## config.mk

```make
export PLATFORM = sky130hd
export DESIGN_NAME = vpri_ctrl
export DESIGN_NICKNAME = d
export VERILOG_FILES = /design/src/sv/vpri_pkg.sv /design/src/sv/vpri_ctrl.sv
export SDC_FILE = /design/constraint.sdc
export NUM_CORES = 1
export LEC_CHECK = 0
export BUFFER_PORTS_ARGS = -buffer_cell sky130_fd_sc_hd__buf_2
export CAP_MARGIN = 20
export CORE_AREA = 10 10 47 49
export CTS_CLUSTER_SIZE = 30
export DETAILED_ROUTE_END_ITERATION = 7
export DIE_AREA = 0 0 57 59
export GPL_ROUTABILITY_DRIVEN = 0
export PLACE_DENSITY = 0.41
export SYNTH_ARGS = -nofsm -noshare
export SYNTH_HDL_FRONTEND = slang
export SYNTH_SLANG_ARGS = --single-unit
```

## constraint.sdc

```tcl
create_clock -name i_clk -period 1.55 [get_ports i_clk]
set_clock_uncertainty 0.2 [all_clocks]
set_input_delay 0.31 -clock i_clk [delete_from_list [all_inputs] [get_ports i_clk]]
set_output_delay 0.31 -clock i_clk [all_outputs]
set_load 0.1 [all_outputs]
```

## src/sv/vpri_pkg.sv

```systemverilog
// Shared types, codes and helpers for the video port register interface.
// No dependencies.
package vpri_pkg;

    localparam int VIDEO_MEM_DEPTH = 16384;
    localparam int PALETTE_DEPTH   = 32;
    localparam int NUM_MODE_REGS   = 11;
    localparam int ADDR_W          = $clog2(VIDEO_MEM_DEPTH);
    localparam int PAL_ADDR_W      = $clog2(PALETTE_DEPTH);
    localparam int MODE_IDX_W      = $clog2(NUM_MODE_REGS);
    localparam int COLOR_W         = 24;
    localparam int FRAME_LINE      = 193;

    // action codes carried in tuser
    localparam logic [2:0] ACT_CTRL_WR = 3'd0;
    localparam logic [2:0] ACT_DATA_WR = 3'd1;
    localparam logic [2:0] ACT_DATA_RD = 3'd2;
    localparam logic [2:0] ACT_STAT_RD = 3'd3;
    localparam logic [2:0] ACT_FLAGS   = 3'd4;
    localparam logic [2:0] ACT_LINE    = 3'd5;

    // second control byte, bits 7:6
    localparam logic [1:0] CODE_READ   = 2'b00;
    localparam logic [1:0] CODE_WRITE  = 2'b01;
    localparam logic [1:0] CODE_REG_WR = 2'b10;
    localparam logic [1:0] CODE_PAL_WR = 2'b11;

    typedef struct packed {
        logic accept;     // input item taken this cycle
        logic clr_step;   // clear pass writes one entry
        logic fill;       // load read buffer from video memory output
        logic out_taken;  // downstream ready
    } t_dp_cmd;

    typedef struct packed {
        logic fill_req;   // presented item needs a read buffer refill
        logic clr_last;   // clear pass at last entry
        logic out_valid;  // output register occupied
    } t_dp_status;

    // 2-bit channels in steps of 0x55: replicating the pair gives v * 0x55
    function automatic logic [COLOR_W-1:0] expand_color(input logic [5:0] v);
        expand_color = {{4{v[1:0]}}, {4{v[3:2]}}, {4{v[5:4]}}};
    endfunction

endpackage

```

## src/sv/vpri_ctrl.sv

```systemverilog
// Sequencer: memory clear after reset, item acceptance, read buffer refill.
// Depends on vpri_pkg.
module vpri_ctrl import vpri_pkg::*; (
    input  logic       i_clk,
    input  logic       i_rst_n,
    input  logic       i_s_valid,
    input  logic       i_m_ready,
    input  t_dp_status i_sts,
    output t_dp_cmd    o_cmd,
    output logic       o_s_ready
);

    localparam logic [1:0] ST_CLEAR = 2'd0;
    localparam logic [1:0] ST_IDLE  = 2'd1;
    localparam logic [1:0] ST_FILL  = 2'd2;

    logic [1:0] r_state;
    logic [1:0] n_state;
    logic       w_ready;

    assign w_ready = (r_state == ST_IDLE) && (!i_sts.out_valid || i_m_ready);

    assign o_s_ready       = w_ready;
    assign o_cmd.accept    = w_ready && i_s_valid;
    assign o_cmd.clr_step  = (r_state == ST_CLEAR);
    assign o_cmd.fill      = (r_state == ST_FILL);
    assign o_cmd.out_taken = i_m_ready;

    always_comb begin
        n_state = r_state;
        case (r_state)
            ST_CLEAR: begin
                if (i_sts.clr_last) begin
                    n_state = ST_IDLE;
                end
            end
            ST_IDLE: begin
                if (o_cmd.accept && i_sts.fill_req) begin
                    n_state = ST_FILL;
                end
            end
            ST_FILL: begin
                n_state = ST_IDLE;
            end
            default: begin
                n_state = ST_CLEAR;
            end
        endcase
    end

    always_ff @(posedge i_clk) begin
        if (!i_rst_n) begin
            r_state <= ST_CLEAR;
        end else begin
            r_state <= n_state;
        end
    end

`ifndef SYNTHESIS
    a_fill_follows: assert property (@(posedge i_clk) disable iff (!i_rst_n)
        (o_cmd.accept && i_sts.fill_req) |=> o_cmd.fill)
        else $error("refill did not follow read");
    a_fill_single: assert property (@(posedge i_clk) disable iff (!i_rst_n)
        o_cmd.fill |=> (r_state == ST_IDLE))
        else $error("refill longer than one cycle");
    a_clear_done: assert property (@(posedge i_clk) disable iff (!i_rst_n)
        $fell(o_cmd.clr_step) |-> $past(i_sts.clr_last))
        else $error("clear pass ended early");
`endif

endmodule

```

After elaboration in Yosys (flattened, before gate mapping)
Cells that the tools add are included.
- bits of input ports: 7
- logic and storage cells: 15
- register bits: 2
- reduce and logical (&&, ||, !) cells: 7
- equality and inequality tests: 4
- muxes and demuxes: 3
- operators by type and width (cell ; count):
    case mux 2 bit (3 select lines) ; 1
    two-way mux 2 bit ; 2
    logical AND 1 bit ; 3
    equality test 2 x 1 -> 1 bit, second input constant ; 1
    equality test 2 bit, second input constant ; 1
    logical NOT 2 bit ; 1
    inequality test 2 x 1 -> 1 bit, second input constant ; 1
    inequality test 2 bit, second input constant ; 1
    AND reduction 2 bit ; 1
    logical NOT 1 bit ; 1
    logical OR 1 bit ; 1

Longest topological paths before layout
Gate-level depths: netlist of run 1.
- depth in word-level cells: 7
- gate-level depth with buffers: 3
- gate-level depth less buffers: 3

Worst setup path before layout of run 1
No wires, ideal clock.
- kind: input to output
- start: in i_m_ready
- end: out o_cmd[3] (netlist name)
- arrival time: 1.627 ns
- stages: 3
- required time: 1.040 ns
- setup slack: -0.587 ns
- cells stage by stage: and2b_2 > nor2b_4 > and2_2
- RTL lines (what ; RTL line ; source):
    from (decl) ; vpri_ctrl.sv:7 ; input logic i_m_ready,
    to (decl) ; vpri_ctrl.sv:9 ; output t_dp_cmd o_cmd,

==> out/metrics.yaml, run 1 <==
outcome: "finished, violations left"
violations: "negative setup slack"
grt_pass1_vias: 159
largest_reg_flops: 2
regMostFlops: "r_state"
cts_tree: "built"
viasPerCell: 3.46
drt.antenna.violating_nets: 0
overflow: 0
synthTopCellsByArea: "dfxtp_1 (29%), nor2b_4 (20%), and2b_2 (13%)"
power_leakage_nw: 0.155
first_iter_violations: 1
intPower_uw: 196
final_common_cell: "buf_2"
die_h_um: 59
ys_seq_area_share_pct: 29.4
grt_max_degree: 5
switching_share_pct: 35.6
rows: 14
clockBufferDepth: 2
synthCells: 14
crit_fanout: 2
required_ns: 1.04
finalHoldViolCount: 0
p_comb_share_pct: 43.7
grtUsageTotal_pct: 3.49
vias: 159
htreeDepth: 1
syn_area_per_cell_um2: 9.74
die_area_um2: 3360
syn_nets: 21
seqPwrFrac_pct: 18.7
insertion_delay_ns: 0.23
synthesis.area_um2: 136
largestRegisters: "r_state (2)"
finalCritPeriodShare_pct: 106
p_clk_share_pct: 37.6
postLayoutSetupSlackWorst_ns: -0.0883
clock-sinks: 2
tns_ns: -0.155
synth_cell_types: 11
start_util_pct: 9.73
dr.pass1.iters: 2
tightest_slew_ns: 0.129
drc_errors: 0
p_per_area_nw_per_um2: 923
finalWirelength_um: 426
timing.fmax_ghz: 0.610
end_kind: "output port"
placedCellCount: 43
io_pins: 12
grt_pass1_wl_um: 807
antenna_found_initial: 0
max-slew-margin-rel_pct: 91.3
cts-root-buf: "clkbuf_4"
post-route-util_pct: 23.6
period_minus_slack_ns: 1.64
area_delta_synth_final_pct: 142
fp.coreArea_um2: 1400
grt_setup_unrepaired: "yes"
yosysWarnings: 0
setup_violations: 3
synth_seq_cells: 2
switchingPower_uw: 108
fin_cells: 46
hold_path_class: "input port to register"
layout_common_cells: "buf_2 (6), buf_12 (5), clkbuf_4 (3), buf_4 (3)"
cts_setup_buffers: 0
critPathLaunchType: "register"
antenna_cells: 0
yosysTopAreaCell: "dfxtp_1"
cts.reportedPaths.clkPinSlew_ns: 0.03
worst_ep_arrival_time_ns: 1.13
wl_per_cell_um: 9.26
fin_nets: 39
cts_made_buffers: 3
drv_cap: 0
peakVddDrop_v: 0.000610
fp.dieW_um: 57
numPortBuffers: 11
crit_type: "register to output port"
report.final.slew_viol_count: 0
drive_above_1_share_pct: 83.3
netlist.area_leader.share_pct: 29.4
ctsHoldBuffers: 0
==> cell families after synthesis <==
| group | share of synthesized area, % |
|---|---|
| AO/OA/AOI/OAI | 14.7 |
| AND/OR/NAND/NOR | 50.5 |
| buffers and inverters | 5.51 |
| flip-flops | 29.4 |
==> final cells by class <==
type                            count  area, um2
Clock buffer                        3       22.5
Fill cell                         162       1070
Multi-Input combinational cell     11       92.6
Sequential cell                     2       42.5
Tap cell                           16       20.0
Timing Repair Buffer               14        153
==> layer usage <==
layer,track usage [%],part of all wire [%],up-vias
met1,3.77,54,63
met5,0,0,-
met2,2.79,24,16
met4,2.01,0,0
met3,5.36,21,0
li1,-,-,80
==> metrics by stage <==
step	total power [mW]	instance area (um2)	worst slack [ns]	hold slack [ns]
3_5_place_dp	0.191	305	-0.0263	0.385
6_report	0.305	330	-0.0883	0.143
3_3_place_gp	0.191	305	-0.0238	0.384
4_1_cts	0.316	330	-0.109	0.132
2_1_floorplan	0.138	140	-0.447	0.264
5_1_grt	0.332	330	-0.153	0.125
==> synthesized netlist by cell type <==
master and count:
buf_4 1, nor2b_4 2, dfxtp_1 2, nand2_1 1
nor2_1 1, and4_1 1, and2b_2 2, a21boi_0 1
o21ai_0 1, o21bai_1 1, and2_2 1
==> critical path: stages (launching register included) <==
cell	delay [ns]
dfxtp_2	0.31
nor2b_4	0.13
nor2b_4	0.14
and2_4	0.15
buf_12	0.17
==> path summary, 6_finish.rpt <==
kind | from | end | slack (ns) | depth (start not counted)
setup / recovery | r_state[0] | o_cmd[3] | -0.09 | 4
hold / removal | i_rst_n | r_state[0] | 0.14 | 2
setup reg to reg | r_state[0] | r_state[1] | 0.43 | 4
hold reg to reg | r_state[1] | r_state[0] | 0.38 | 3
==> power by group through the flow <==
stage                     Combinational (mW)  Clock (mW)  Sequential [mW]
after floorplan                       0.0797           0           0.0579
after global placement                 0.134           0           0.0572
after detailed placement               0.134           0           0.0571
after CTS                              0.134       0.124           0.0570
after global routing                   0.139       0.136           0.0571
final                                  0.133       0.115           0.0570
==> repair_timing <==
| item | 4_1_cts | 5_1_grt |
|---|---|---|
| pin swaps | 1 | 0 |
| gates resized for setup | 2 | 0 |
| endpoints found under the setup margin | 3 | 3 |
(Power assumes the default switching activity.)
==> inputs of run 2 (changes only) <==
--- a/config.mk
+++ b/config.mk
@@ -5,6 +5,7 @@
 export SDC_FILE = /design/constraint.sdc
 export NUM_CORES = 1
 export LEC_CHECK = 0
+export ABC_AREA = 1
 export BUFFER_PORTS_ARGS = -buffer_cell sky130_fd_sc_hd__buf_2
 export CAP_MARGIN = 20
 export CORE_AREA = 10 10 47 49
==> out/metrics.yaml, run 2 <==
clock-sinks: 2
grt_pass1_vias: 214
fp.coreArea_um2: 1400
p_per_area_nw_per_um2: 846
finalHoldViolCount: 0
fillCellCount: 173
antenna_found_initial: 0
final_common_cell: "buf_4"
drv_cap: 0
max-slew-margin-rel_pct: 90.3
io_pins: 12
end_kind: "output port"
post-route-util_pct: 26.3
cts.reportedPaths.clkPinSlew_ns: 0.03
largestRegisters: "r_state (2)"
report.final.slew_viol_count: 0
period_minus_slack_ns: 1.61
die_area_um2: 3360
finalPower_uw: 312
reg2regPathDepth: 8
htreeDepth: 1
regMostFlops: "r_state"
drt.antenna.violating_nets: 0
synthCells: 19
rr_endpoint: "r_state[1]"
required_ns: 1.04
crit_fanout: 2
postLayoutSetupSlackWorst_ns: -0.0609
reg2reg_from: "r_state[1]"
fin_cells: 55
dpl_cell_area_um2: 302
grt_setup_unrepaired: "yes"
fp.dieW_um: 57
rows: 14
clockBufferDepth: 2
reg2reg_slack_ns: 0.28
synthesis.area_um2: 129
setup_violations: 2
largest_reg_flops: 2
synth_xor_xnor_area_share_pct: 0
synth_edf_count: 0
hold_path_class: "input port to register"
ys_seq_area_share_pct: 31.1
insertion_delay_ns: 0.22
yosysWarnings: 0
dr.pass1.iters: 1
grt_max_degree: 5
cts_tree: "built"
placedCellCount: 47
numPortBuffers: 11
antenna_cells: 0
critPathLaunchType: "register"
yosysTopAreaCell: "dfxtp_1"
tns_ns: -0.0758
syn_area_per_cell_um2: 6.78
peakVddDrop_v: 0.000188
synthSimpleGateAreaFrac_pct: 35.9
finalCritPeriodShare_pct: 104
area_delta_synth_final_pct: 186
grt_pass1_wl_um: 834
hold_end: "r_state[1]"
ctsHoldBuffers: 0
violations: "negative setup slack"
synth_seq_cells: 2
holdWs_ns: 0.121
dpl_worst_slack_ns: 0.0778
hp-start: "i_sts[2]"
vias: 185
netlist.area_leader.share_pct: 31.1
drc_errors: 0
synth_fa_ha_area_share_pct: 0
hold_depth: 3
fin_nets: 48
layout_common_cells: "buf_4 (7), buf_2 (6), buf_12 (5)"
hpwl_um: 387
wl_per_cell_um: 8.53
overflow: 0
cts-root-buf: "clkbuf_4"
tightest_slew_ns: 0.145
timing.fmax_ghz: 0.621
grtUsageTotal_pct: 3.66
drive_above_1_share_pct: 79.5
crit_type: "register to output port"
viasPerCell: 3.36
synthTopCellsByArea: "dfxtp_1 (31%), inv_1 (12%), nor2_1 (12%)"
first_iter_violations: 0
synthMuxAreaShare_pct: 0
synth_cell_types: 11
yosys-top-cells-count: "inv_1 (4), nor2_1 (4), dfxtp_1 (2), nand2_2 (2)"
outcome: "finished, violations left"
async_flop_share_pct: 0
syn_nets: 26
die_h_um: 59
final_area_um2: 369
synth_compound_area_share_pct: 15.5
power_leakage_nw: 0.179
yosys_most_used_dff: "dfxtp_1"
finalWirelength_um: 469
start_util_pct: 9.20
synth_top_family_by_area: "simple AND/OR/NAND/NOR gates"
cts_made_buffers: 3
worst_ep_arrival_time_ns: 1.10
## run 2: cell count changes after synthesis, moves of 2 or more
| cell | previous run | this run |
|---|---|---|
| and2b_2 | 2 | 0 |
| inv_1 | 0 | 4 |
| nor2b_4 | 2 | 0 |
| nor2_1 | 1 | 4 |
| nand2_2 | 0 | 2 |
## run 2: logic make-up after synthesis
| kind of cell | count (synthesis) |
|---|---|
| AO/OA/AOI/OAI | 3 |
| buffers and inverters | 5 |
| AND/OR/NAND/NOR | 9 |
| flip-flops | 2 |
## run 2: worst max-delay path by stage
stage / startpoint / to / slack (ns) / depth (start not counted)
4_1_cts: r_state[1] / o_cmd[3] / -0.08 / 5
3_3_place_gp: i_m_ready / o_cmd[3] / 0.08 / 5
2_1_floorplan: r_state[1] / o_cmd[3] / -0.41 / 4
5_1_grt: r_state[1] / o_cmd[3] / -0.12 / 5
3_5_place_dp: i_m_ready / o_cmd[3] / 0.08 / 5
6_report: r_state[1] / o_cmd[3] / -0.06 / 5
## run 2: final cells by class
cell class	instances	area [um2]	share of cell area (%)
multi-input cells	12	83.8	22.7
well taps	16	20.0	5.42
inverters	4	15.0	4.07
flip-flops and latches	2	45.0	12.2
clock buffers	3	22.5	6.10
repair buffers	18	183	49.5
## run 2: routing by layer
metal,global-route usage (%),vias to the layer above,share of wire (%)
li1,-,97,-
met1,2.47,82,35
met2,5.58,6,58
met3,3.43,0,7.2
met4,4.03,0,0
met5,0,-,0
## run 2: critical path, cell delays in order, from the launching register on
cell,delay (ns)
dfxtp_2,0.31
inv_2,0.07
nand2_4,0.05
a21oi_4,0.11
and2_4,0.17
buf_12,0.17
## run 2: power breakdown
group,switching (mW),leakage (nW),internal (mW)
Combinational,0.0823,0.147,0.0565
Clock,0.0288,0.0138,0.0853
Sequential,0.00428,0.0175,0.0549
## run 2: what timing repair did
action,in CTS,in global routing
endpoints found under the setup margin,2,4
pin swaps,1,1
cloned,0,0
buffers inserted,4,1
endpoints found under the hold margin,0,0
resized for setup,1,1
